[config.mk]
export PLATFORM = sky130hd
export DESIGN_NAME = svag_odo_cell
export DESIGN_NICKNAME = d
export VERILOG_FILES = /design/src/hdl/svag_pkg.sv /design/src/hdl/svag_odo_cell.sv
export SDC_FILE = /design/constraint.sdc
export NUM_CORES = 1
export LEC_CHECK = 0
export ABC_AREA = 1
export BUFFER_PORTS_ARGS = -buffer_cell sky130_fd_sc_hd__buf_4
export CAP_MARGIN = 20
export CORE_MARGIN = 5
export CORE_UTILIZATION = 52
export DETAILED_ROUTE_END_ITERATION = 16
export PLACE_DENSITY = 0.83
export SLEW_MARGIN = 40
export SYNTH_ARGS = -nofsm -noshare
export SYNTH_HDL_FRONTEND = slang
export SYNTH_SLANG_ARGS = --single-unit
export TNS_END_PERCENT = 1
[constraint.sdc]
create_clock -name clk -period 4.3 [get_ports clk]
set_clock_uncertainty 0.1 [all_clocks]
set_input_delay 1.29 -clock clk [delete_from_list [all_inputs] [get_ports clk]]
set_output_delay 1.29 -clock clk [all_outputs]
set_load 0.01 [all_outputs]
[src/hdl/svag_pkg.sv]
// Shared types, codes and field widths of the strided view address generator.
package svag_pkg;

  localparam int OPCODE_W    = 2;
  localparam int INDEX_W     = 16;
  localparam int NUM_INDEX   = 4;
  localparam int RANK_W      = 3;
  localparam int SIZES_W     = 64;
  localparam int STRIDE_W    = 32;
  localparam int NUM_STRIDES = 4;
  localparam int BASE_W      = 32;
  localparam int ADDR_W      = 32;
  localparam int POS_W       = 32;
  localparam int STATUS_W    = 2;
  localparam int CFG_IDX_W   = 3;
  localparam int CFG_DATA_W  = 64;

  localparam int MAX_DIMS_DEF  = 4;
  localparam int DIM_BITS_DEF  = 16;
  localparam int ADDR_BITS_DEF = 32;

  typedef enum logic [OPCODE_W-1:0] {
    OP_RESTART = 2'd0,
    OP_EMIT    = 2'd1,
    OP_LOOKUP  = 2'd2
  } op_t;

  typedef enum logic [STATUS_W-1:0] {
    ST_OK       = 2'd0,
    ST_RANGE    = 2'd1,
    ST_DONE     = 2'd2,
    ST_OVERFLOW = 2'd3
  } status_t;

  typedef enum logic [CFG_IDX_W-1:0] {
    CFG_RANK    = 3'd0,
    CFG_SIZES   = 3'd1,
    CFG_STRIDE0 = 3'd2,
    CFG_STRIDE1 = 3'd3,
    CFG_STRIDE2 = 3'd4,
    CFG_STRIDE3 = 3'd5,
    CFG_BASE    = 3'd6
  } cfg_reg_t;

  typedef struct packed {
    logic [POS_W-1:0] pos;
    logic             last;
    status_t          status;
    logic             skip;
  } meta_t;

  typedef struct packed {
    logic [POS_W-1:0]  pos;
    logic [ADDR_W-1:0] addr;
    logic              last;
    status_t           status;
  } res_t;

endpackage

[src/hdl/svag_odo_cell.sv]
// One digit of the walk odometer: holds a dimension counter and ripples the carry.
module svag_odo_cell
  import svag_pkg::*;
#(
  parameter int DIM_BITS = DIM_BITS_DEF
) (
  input  logic                clk,
  input  logic                rst,
  input  logic                clear,
  input  logic                step,
  input  logic                active,
  input  logic [DIM_BITS-1:0] size,
  input  logic                carry_in,
  output logic                carry_out,
  output logic [DIM_BITS-1:0] count,
  output logic                size_zero
);

  logic [DIM_BITS:0]   inc;
  logic                wrap;
  logic [DIM_BITS-1:0] count_next;

  assign inc       = {1'b0, count} + (DIM_BITS+1)'(1);
  assign wrap      = inc >= {1'b0, size};
  assign carry_out = active ? (carry_in && wrap) : carry_in;
  assign size_zero = active && (size == '0);

  always_comb begin
    count_next = count;
    if (clear) begin
      count_next = '0;
    end else if (step && active && carry_in) begin
      count_next = wrap ? '0 : inc[DIM_BITS-1:0];
    end
  end

  always_ff @(posedge clk) begin
    if (rst) begin
      count <= '0;
    end else begin
      count <= count_next;
    end
  end

endmodule

Word-level counts from Yosys, hierarchy flattened
Cells that the tools add are included.
W data, S select, Z words.
{ "word_totals": {"out_inout_bits": 18, "wordCells": 11, "reg_bits": 16, "input_bits": 22} }
{ "classes": {"reduce_logical": 6, "n_mux": 2, "n_lt_le_gt_ge": 1, "n_addsub": 1} }
{ "op_table": {"columns": ["cell", "count"], "rows": [
  ["$add A16 B1 Y17 const B", 1],
  ["$ge A17 B16 Y1", 1],
  ["$logic_not A16 Y1", 1],
  ["$mux W16", 1],
  ["$logic_and A1 B1 Y1", 4],
  ["$reduce_or A2 Y1", 1],
  ["$mux W1", 1]
]} }

Logic depth before layout (Yosys ltp)
{ "logic_depth": {"ltp_word": 4, "depth_mapped": 18, "mapped_depth_nobuf": 17} }

Least setup slack after synthesis
No wires, ideal clock.
{ "synth_path": {"path_kind": "input to output", "start": "in size[4]", "end": "out carry_out", "path_buffers": 1, "arrival_time_ns": 2.502, "required_ns": 2.910, "cell_stages": 9, "slack_ns": 0.408, "cell_sequence": "inv_1 > ha_1 > nand2_1 > nor3_1 > nand2_1 > nand3_1 > nand2_2 > buf_4 > a31oi_1"} }
{ "synth_between": {"elab_chain_len": 3} }
{ "synth_rtl": {"columns": ["item", "line", "source"], "rows": [
  ["start: declaration", "svag_odo_cell.sv:12", "input logic [DIM_BITS-1:0] size,"],
  ["$ge A17 B16 Y1", "svag_odo_cell.sv:24", "assign wrap = inc >= {1'b0, size};"],
  ["$logic_and A1 B1 Y1", "svag_odo_cell.sv:25", "assign carry_out = active ? (carry_in && wrap) : carry_in;"],
  ["$mux W1", "svag_odo_cell.sv:25", null],
  ["end: declaration", "svag_odo_cell.sv:14", "output logic carry_out,"]
]} }
No other way between the ends.

Final worst setup path
{ "layout_path": {"start": "reg count[0]", "end": "out carry_out"} }
{ "layout_between": {"elab_chain_len": 4} }
{ "layout_rtl": {"columns": ["item", "line", "source"], "rows": [
  ["start: declaration", "svag_odo_cell.sv:15", "output logic [DIM_BITS-1:0] count,"],
  ["start signal: assignment", "svag_odo_cell.sv:41", "count <= count_next;"],
  ["$add A16 B1 Y17", "svag_odo_cell.sv:23", "assign inc = {1'b0, count} + (DIM_BITS+1)'(1);"],
  ["$ge A17 B16 Y1", "svag_odo_cell.sv:24", null],
  ["$logic_and A1 B1 Y1", "svag_odo_cell.sv:25", null],
  ["$mux W1", "svag_odo_cell.sv:25", null]
]} }
No other way between the ends.

==> results.md <==
- Status: finished clean
- Multi-input gate area: 1000 um^2
- Routed via count: 1621
- Power Total: 274 uW
- Vias in the first global route: 1497
- Clk sinks: 16
- Leak: 0.000907 uW
- PwrDens: 149 nW/um^2
- Top cells by area, synth: dfxtp_1 22%, ha_1 14%, nand2_1 12%
- Synth area leader: dfxtp_1
- Largest register FFs: 16
- TritonCTS clock tree: done
- Cts bufs inserted: 3
- Post-DRT Antenna Nets: 0
- Clk buf depth: 2
- Cells after Synth: 226
- Crit-path max FO: 5
- Mapped Nets: 265
- Area delta synth->final: 24.1%
- Max transition margin: 66.9%
- Root buf cell: clkbuf_4
- I/O pin count: 40
- Worst Tran Pin Value: 0.496 ns
- CTS HTree Levels: 1
- Global route overflow: 0
- Core area: 2730 um^2
- Netlist cell types: 25
- Sequential Area: 320 um^2
- Die Wd: 63.3 um
- Final design utilization: 67.1%
- DP Wirelength: 3050 um
- Final slew viol count: 0
- Drt drc: 0
- Fin worst setup slack: 0.214 ns
- Crit path capture type: output pin
- Max-cap violation count: 0
- Syn. warnings: 0
- Antenna cells: 0
- Post-synth top area share: 21.7%
- Worst endpoint required time: 2.91 ns
- Number of core rows: 19
- Synth Register Bits: 16
- Initial antenna violation count: 0
- Area of placed instances: 1800 um^2
- Largest registers: count x16
- Reg with most FFs: count
- Vias per Instance: 5.46
- Total Wirelength: 3950 um
- Worst Path Class, Setup: reg -> out
- Post-route design area: 1830 um^2
- Fin crit share: 95.0%
- VDD IR max: 151 uV
- Synthesized area per cell: 6.54 um^2
- Largest net degree at the start of global routing: 18
- Nets: 307
- Worst EP arrival: 2.70 ns
- Post-CTS resize count: 0
- Seq/Total Area, Yosys: 21.7%
- Pre-antenna DRT Iters: 4
- GRT Total Usage: 20.4%
- Fillers: 253
- Layout cells sized above 1: 21.1%
- Final setup viols: 0
- Port Buf Inserts: 39
- Hold_buf cts: 0
- Routed WL per cell: 13.3 um
- Starting Density: 54.1%
- Pre-CTS WS: 0.374 ns
- Post-synthesis instance area: 1480 um^2
- First DRT Iteration DRCs: 98
- Worst-Skew Late Latency: 0.30 ns
- Setup TNS: 0 ns
- Worst hold path class: reg -> reg
- RSZ-0062 raised after global routing: false
- Clk slew on worst S/H paths: 0.10 ns
- Routability congestion estimate: 0.915
- F_max: 245 MHz
- Die H: 63.3 um
- First-pass GRT wire length: 6740 um
- Setup Fix Bufs, Post-CTS: 0
- Min Tclk post-route: 4.09 ns
- Most common cell after layout, fill and taps aside: nand2_1
- Die area: 4010 um^2
- Final hold vios: 0
- Most frequent cells in the layout: 49 x nand2_1, 42 x buf_4, 35 x inv_1
- Crit start category: flop
==> Yosys cell counts (all sizes together) <==
cell     n
a21oi   20
nor3     4
o21ai    5
nor4     3
o21a     1
nand2   53
xnor2    3
buf      3
inv     36
clkbuf   2
dfxtp   16
ha      17
a21o     1
xor2    10
nor2    24
nand4   17
nand3   10
a31oi    1
==> path summary, 6_finish.rpt <==
path                                              from                endpoint  slack [ns]  depth (start not counted)
worst max-delay path             count[0]$_SDFFE_PP0P_               carry_out        0.21                         15
worst min-delay path            count[14]$_SDFFE_PP0P_  count[14]$_SDFFE_PP0P_        0.41                          2
worst max register to register   count[0]$_SDFFE_PP0P_  count[14]$_SDFFE_PP0P_        1.45                         16
worst min register to register  count[14]$_SDFFE_PP0P_  count[14]$_SDFFE_PP0P_        0.41                          2
==> stage by stage <==
step | hold WS, ns | std cells
after floorplan | 0.414 | 226
after global placement | 0.392 | 294
after detailed placement | 0.399 | 294
after CTS | 0.412 | 297
after global routing | 0.449 | 297
final | 0.411 | 297
==> critical path, cell delays in order, from the launching register on <==
cell and delay, ns:
dfxtp_1 0.42, ha_1 0.23, nand2_2 0.10, nor3_4 0.23
nand3_1 0.12, xor2_1 0.17, ha_1 0.30, nand2_1 0.07
nor2_1 0.13, nand2_1 0.07, nor2_1 0.10, nor2_1 0.05
nand3_1 0.11, nor2_4 0.04, a31oi_1 0.12, buf_4 0.14
==> power by group <==
| part | leakage (uW) | switching [uW] | internal, uW | total [uW] |
|---|---|---|---|---|
| sequential | 0.000129 | 0.346 | 148 | 149 |
| clock | 0.0000138 | 48.7 | 32.7 | 81.3 |
| combinational | 0.000764 | 22.8 | 20.8 | 43.6 |
==> cell families after synthesis <==
kind of cell,after synthesis,share of synthesized area [%]
simple gates,111,34.8
buf+inv,41,11.3
xor+xnor,13,7.71
fa+ha+maj,17,14.4
compound gates,28,10.2
flops,16,21.7
==> metal layers <==
metal	part of all wire, %	up-vias	track usage (%)
met5	0	-	0
met4	1.5	0	8.57
met3	9.9	7	5.33
met2	44	71	30.5
met1	45	713	27.5
li1	-	830	-
==> area by class of cell <==
class | count | share of cell area (%)
Clock buffer | 3 | 1.23
Inverter | 36 | 7.37
Multi-Input combinational cell | 169 | 54.6
Sequential cell | 16 | 17.5
Tap cell | 31 | 2.11
Timing Repair Buffer | 42 | 17.2
Power figures use the tool's default switching activity.
