==> src/hdl/svag_pkg.sv <==
// Shared types, codes and field widths of the strided view address generator.
package svag_pkg;

  localparam int OPCODE_W    = 2;
  localparam int INDEX_W     = 16;
  localparam int NUM_INDEX   = 4;
  localparam int RANK_W      = 3;
  localparam int SIZES_W     = 64;
  localparam int STRIDE_W    = 32;
  localparam int NUM_STRIDES = 4;
  localparam int BASE_W      = 32;
  localparam int ADDR_W      = 32;
  localparam int POS_W       = 32;
  localparam int STATUS_W    = 2;
  localparam int CFG_IDX_W   = 3;
  localparam int CFG_DATA_W  = 64;

  localparam int MAX_DIMS_DEF  = 4;
  localparam int DIM_BITS_DEF  = 16;
  localparam int ADDR_BITS_DEF = 32;

  typedef enum logic [OPCODE_W-1:0] {
    OP_RESTART = 2'd0,
    OP_EMIT    = 2'd1,
    OP_LOOKUP  = 2'd2
  } op_t;

  typedef enum logic [STATUS_W-1:0] {
    ST_OK       = 2'd0,
    ST_RANGE    = 2'd1,
    ST_DONE     = 2'd2,
    ST_OVERFLOW = 2'd3
  } status_t;

  typedef enum logic [CFG_IDX_W-1:0] {
    CFG_RANK    = 3'd0,
    CFG_SIZES   = 3'd1,
    CFG_STRIDE0 = 3'd2,
    CFG_STRIDE1 = 3'd3,
    CFG_STRIDE2 = 3'd4,
    CFG_STRIDE3 = 3'd5,
    CFG_BASE    = 3'd6
  } cfg_reg_t;

  typedef struct packed {
    logic [POS_W-1:0] pos;
    logic             last;
    status_t          status;
    logic             skip;
  } meta_t;

  typedef struct packed {
    logic [POS_W-1:0]  pos;
    logic [ADDR_W-1:0] addr;
    logic              last;
    status_t           status;
  } res_t;

endpackage

==> src/hdl/svag_acc_cell.sv <==
// One address stage: adds the previous dimension's product and multiplies its own.
module svag_acc_cell
  import svag_pkg::*;
#(
  parameter int CELL      = 0,
  parameter int MAX_DIMS  = MAX_DIMS_DEF,
  parameter int DIM_BITS  = DIM_BITS_DEF,
  parameter int ADDR_BITS = ADDR_BITS_DEF
) (
  input  logic                               clk,
  input  logic                               rst,
  input  logic                               adv,
  input  logic [STRIDE_W-1:0]                stride,
  input  logic                               in_valid,
  input  meta_t                              in_meta,
  input  logic [MAX_DIMS-1:0][DIM_BITS-1:0]  in_idx,
  input  logic [DIM_BITS+STRIDE_W-1:0]       in_prod,
  input  logic [ADDR_BITS-1:0]               in_acc,
  input  logic                               in_ovf,
  output logic                               out_valid,
  output meta_t                              out_meta,
  output logic [MAX_DIMS-1:0][DIM_BITS-1:0]  out_idx,
  output logic [DIM_BITS+STRIDE_W-1:0]       out_prod,
  output logic [ADDR_BITS-1:0]               out_acc,
  output logic                               out_ovf
);

  localparam int PW = DIM_BITS + STRIDE_W;
  localparam int SW = ((ADDR_BITS > PW) ? ADDR_BITS : PW) + 1;

  logic [DIM_BITS-1:0] mul_idx;
  logic [SW-1:0]       sum;

  if (CELL < MAX_DIMS) begin : g_mul
    assign mul_idx = in_idx[CELL];
  end else begin : g_nomul
    assign mul_idx = '0;
  end

  assign sum = SW'(in_acc) + SW'(in_prod);

  always_ff @(posedge clk) begin
    if (rst) begin
      out_valid <= 1'b0;
    end else if (adv) begin
      out_valid <= in_valid;
    end
  end

  always_ff @(posedge clk) begin
    if (adv) begin
      out_meta <= in_meta;
      out_idx  <= in_idx;
      out_prod <= PW'(mul_idx) * PW'(stride);
      out_acc  <= sum[ADDR_BITS-1:0];
      out_ovf  <= in_ovf || (|sum[SW-1:ADDR_BITS]);
    end
  end

endmodule

==> config.mk <==
export PLATFORM = sky130hd
export DESIGN_NAME = svag_acc_cell
export DESIGN_NICKNAME = d
export VERILOG_FILES = /design/src/hdl/svag_pkg.sv /design/src/hdl/svag_acc_cell.sv
export SDC_FILE = /design/constraint.sdc
export NUM_CORES = 1
export LEC_CHECK = 0
export BUFFER_PORTS_ARGS = -buffer_cell sky130_fd_sc_hd__buf_4
export CAP_MARGIN = 20
export CORE_MARGIN = 10
export CORE_UTILIZATION = 35
export CTS_CLUSTER_DIAMETER = 50
export DETAILED_ROUTE_END_ITERATION = 10
export HOLD_SLACK_MARGIN = 0.1
export PLACE_DENSITY = 0.5
export SLEW_MARGIN = 20
export SYNTH_ARGS = -nofsm -noshare
export SYNTH_HDL_FRONTEND = slang
export SYNTH_SLANG_ARGS = --single-unit
==> constraint.sdc <==
create_clock -name clk -period 8.4 [get_ports clk]
set_input_delay 0.42 -clock clk [delete_from_list [all_inputs] [get_ports clk]]
set_output_delay 0.42 -clock clk [all_outputs]
set_load 0.02 [all_outputs]
# Yosys cells after proc, flatten, opt, wreduce, memory -nomap -nowiden
# Cells that the tools add are included.
[totals]
regBits = 182
latchBits = 0
ram_bits = 0
mem_bits_ro = 0
out_inout_bits = 182
elab_cells = 16
mem_count = 0
[classes]
n_addsub = 1
n_mul = 1
n_div = 0
order_cmp = 0
eq_ne = 0
shifts = 0
muxes = 0
n_bitwise = 0
n_reduce_logical = 2
[op_table]
columns = ["cell", "n"]
rows = [
  ["32-bit by 48-bit adder with 49-bit output", 1],
  ["16-bit by 32-bit multiplier with 48-bit output", 1],
  ["17-bit OR reduction", 1],
  ["1-bit logical OR", 1],
]

# Longest topological paths before layout
[depth]
word_depth = 3
mapped_depth = 25
mapped_depth_nobuf = 24

# Worst setup path after synthesis
# No wires, ideal clock.
[synth_timing]
path_type = "input -> register"
start = "in in_idx[7] (netlist name)"
end = "reg out_prod[46], data pin"
arrival_time_ns = 6.167
required_time_ns = 8.135
path_slack_ns = 1.967
cell_stages = 24
path_cell_list = "clkbuf_1 > nand2_1 > fa_1 > inv_1 > fa_1 > inv_1 > fa_1 > inv_1 > fa_1 > fa_1 > inv_1 > fa_1 > inv_1 > ha_1 > and2_1 > a22o_1 > or2_2 > o311ai_1 > a211oi_1 > o21ai_0 > a22o_1 > o21a_1 > o21ai_0 > xor2_1"
[synth_between]
elab_chain_cells = 1
[synth_lines]
columns = ["element", "line", "source"]
rows = [
  ["from (decl)", "svag_acc_cell.sv:16", "input logic [MAX_DIMS-1:0][DIM_BITS-1:0] in_idx,"],
  ["16-bit by 32-bit multiplier with 48-bit output", "svag_acc_cell.sv:54", "out_prod <= PW'(mul_idx) * PW'(stride);"],
  ["to (signal assigned)", "svag_acc_cell.sv:54", ""],
  ["to (decl)", "svag_acc_cell.sv:23", "output logic [DIM_BITS+STRIDE_W-1:0] out_prod,"],
]
# Every way passes these cells.
# A chain may end at the register's enable or synchronous reset.

# Worst setup path after layout
[layout_timing]
start = "in in_idx[1] (netlist name)"
end = "reg out_prod[43], data pin"
# The elaborated chain is that of the path after synthesis.

==> results.sh <==
export IMPL_drive_above_1_share=0.161
export IMPL_routed_via_density=4.91
export IMPL_worstPathArrival_ns=6.98
export IMPL_nFillCells=6544
export IMPL_syn_nets=3151
export IMPL_synth_cells=2363
export IMPL_antenna_found_initial=1
export IMPL_grt_pass1_vias=19500
export IMPL_fp_dieH_um=280
export IMPL_port_buffers=398
export IMPL_cts_setup_buffers=0
export IMPL_wl_met3_um=3470
export IMPL_gp_congestion=0.851
export IMPL_max_cap_violations=0
export IMPL_fin_tns_setup_ns=0
export IMPL_min_from="in_idx[58]"
export IMPL_ys_top_cells_by_area="fa_1 (35%), edfxtp_1 (23%), ha_1 (8.0%)"
export IMPL_hold_viol=0
export IMPL_drt_first_iter_violations=1116
export IMPL_clock_latency_ns=0.48
export IMPL_crit_buf_inv=4
export IMPL_start_util=0.353
export IMPL_yosysTopAreaCellShare=0.354
export IMPL_io_pins=399
export IMPL_tightest_slew_ns=0.759
export IMPL_drc_errors=0
export IMPL_synth_largest_area_cell="fa_1"
export IMPL_crit_family="adder cells"
export IMPL_max_clock_path_buffers=2
export IMPL_fmax_mhz=148
export IMPL_maxSlewHeadroom=0.494
export IMPL_ys_ff_latch=182
export IMPL_critPathRequiredTime_ns=8.64
export IMPL_start_kind="input pin"
export IMPL_grt_usage=0.189
export IMPL_status="finished, final reports clean"
export IMPL_dpl_instance_area_um2=27500
export IMPL_slowest_delay_ns=0.53
export IMPL_overflow=0
export IMPL_routed_wl_um=73700
export IMPL_period_needed_ns=6.74
export IMPL_highest_layer="met4"
export IMPL_cts_hold_fix_buffers=84
export IMPL_ys_seq_area_frac=0.230
export IMPL_routedWlPerCell_um=20.1
export IMPL_end_kind="register"
export IMPL_cts_buffers=17
export IMPL_synth_area_um2=23700
export IMPL_setup_viol=0
export IMPL_crit_start="in_idx[1]"
export IMPL_h_tree_depth=4
export IMPL_rows=95
export IMPL_cts_root_buf="clkbuf_16"
export IMPL_synth_edff_count=181
export IMPL_synth_ff_type="edfxtp_1"
export IMPL_avgSynthCellArea_um2=10.0
export IMPL_cts_tree="done"
export IMPL_nets=3563
export IMPL_die_w_um=280
export IMPL_period_share=0.803
export IMPL_worst_setup_path_type="input pin to register"
export IMPL_finClkSkew_ns=0
export IMPL_core_um2=67200
export IMPL_area_delta_synth_final_pct=22.1
export IMPL_r2r_start="out_valid"
export IMPL_cp_slowest_cell="fa_1"
export IMPL_async_reset_ff_frac=0
export IMPL_vias=18000
export IMPL_crit_fanout=33
export IMPL_dp_hpwl_um=57800
export IMPL_holdWs_ns=0.161
export IMPL_path_cells="buf_4 -> nand2_1 -> fa_1 -> fa_1 -> fa_1 -> inv_1 -> fa_1 -> fa_1 -> inv_1 -> fa_1 -> inv_1 -> ha_1 -> a21oi_1 -> o21ai_0 -> nor3_1 -> o211ai_1 -> and3_1 -> nor2_1 -> o21ai_0 -> a31oi_1 -> o21ai_0 -> xor2_1"
export IMPL_met1Wirelength_um=30200
export IMPL_slew_violations=0
export IMPL_yosys_cell_count_top_type="inv_1"
export IMPL_clock_sinks=182
export IMPL_cts_resized=0
export IMPL_clkTransAtPathRegs_ns=0.08
export IMPL_synthTopCellsByCount="inv_1 (456), fa_1 (419), nand2_1 (360)"
export IMPL_dr_pass1_iters=5
export IMPL_dieArea_um2=78500
export IMPL_cp_common_cell="fa_1"
export IMPL_grt_pass1_wl_um=114000
export IMPL_stdcell_area_um2=28900
export IMPL_ys_warnings_count=0
export IMPL_grt_max_degree=83
export IMPL_drtAntennaViolNets=0
export IMPL_hold_path_class="input pin to register"
export IMPL_rsz0062_at_grt="false"
export IMPL_ys_types=61
export IMPL_dr_wl_met2_um=37900
-- metrics by stage --
stage	instances	utilization	worst slack [ns]
detailed placement	3545	0.409	1.14
floorplan	2363	-	1.97
global route	3662	0.431	1.33
finish	3663	0.431	1.66
CTS	3661	0.431	1.72
global placement	3545	0.409	1.22
-- registers in the layout, summed over array words and instances (netlist names) --
| name | flops |
|---|---|
| out_ovf | 1 |
| out_valid | 1 |
| out_prod | 48 |
| out_idx | 64 |
| out_acc | 32 |
| out_meta | 36 |
-- kinds of logic (layout without fill, tap and decap cells) --
family                     after synthesis  in the layout  share of synthesized area
AOI/OAI and AO/OA                      263            263                     0.0720
xor gates and xnor gates                76             76                     0.0281
adders and majority gates              571            571                      0.434
buffers and inverters                  551            976                     0.0875
DFF                                    182            182                      0.230
muxes                                    6              6                    0.00253
other                                    0              2                          0
and+or+nand+nor                        714            714                      0.146
-- routing by layer --
layer  GRT usage  vias up
met5           0        -
met3      0.0277       79
met1       0.232     9229
met4      0.0633        0
met2       0.336      485
li1            -     8186
-- cell type report --
| type | count | area [µm²] | area share |
|---|---|---|---|
| Tap cell | 873 | 1090 | 0.0377 |
| Timing Repair Buffer | 488 | 3880 | 0.134 |
| Clock buffer | 17 | 425 | 0.0147 |
| Clock inverter | 15 | 199 | 0.00687 |
| Antenna cell | 2 | 5.00 | 0.000173 |
| Multi-Input combinational cell | 1630 | 16200 | 0.559 |
| Inverter | 456 | 1710 | 0.0591 |
| Sequential cell | 182 | 5460 | 0.188 |
-- cell usage in the layout (no fill, tap or decap), types with 4 or more instances in the layout --
cell,instances
inv_8,4
o21a_1,10
or2_2,6
and2_1,221
a21o_1,38
nand3_1,14
nor3_1,9
a211oi_1,7
and3_1,10
nand4_1,20
a21oi_1,82
clkinv_8,4
clkbuf_16,17
inv_1,456
ha_1,152
edfxtp_1,181
a31oi_1,10
nor2_1,47
fa_1,419
xnor2_1,49
o21bai_1,18
buf_4,403
dlygate4sd3_1,84
o31ai_1,8
nor2b_1,6
mux2i_1,6
or3_1,5
xor2_1,27
nand2_1,360
o21ai_0,50
o211ai_1,5
-- path summary, 6_finish.rpt --
| check | end | slack (ns) | cells past startpoint |
|---|---|---|---|
| worst min-delay path | out_idx[58] | 0.16 | 1 |
| worst min register to register | out_valid | 0.54 | 2 |
| worst max-delay path | out_prod[43] | 1.66 | 22 |
| worst max register to register | out_valid | 7.80 | 2 |
Power is left out: the tool's default activity adds up to more than one toggle a clock period on the data nets, which glitch-free logic cannot reach.
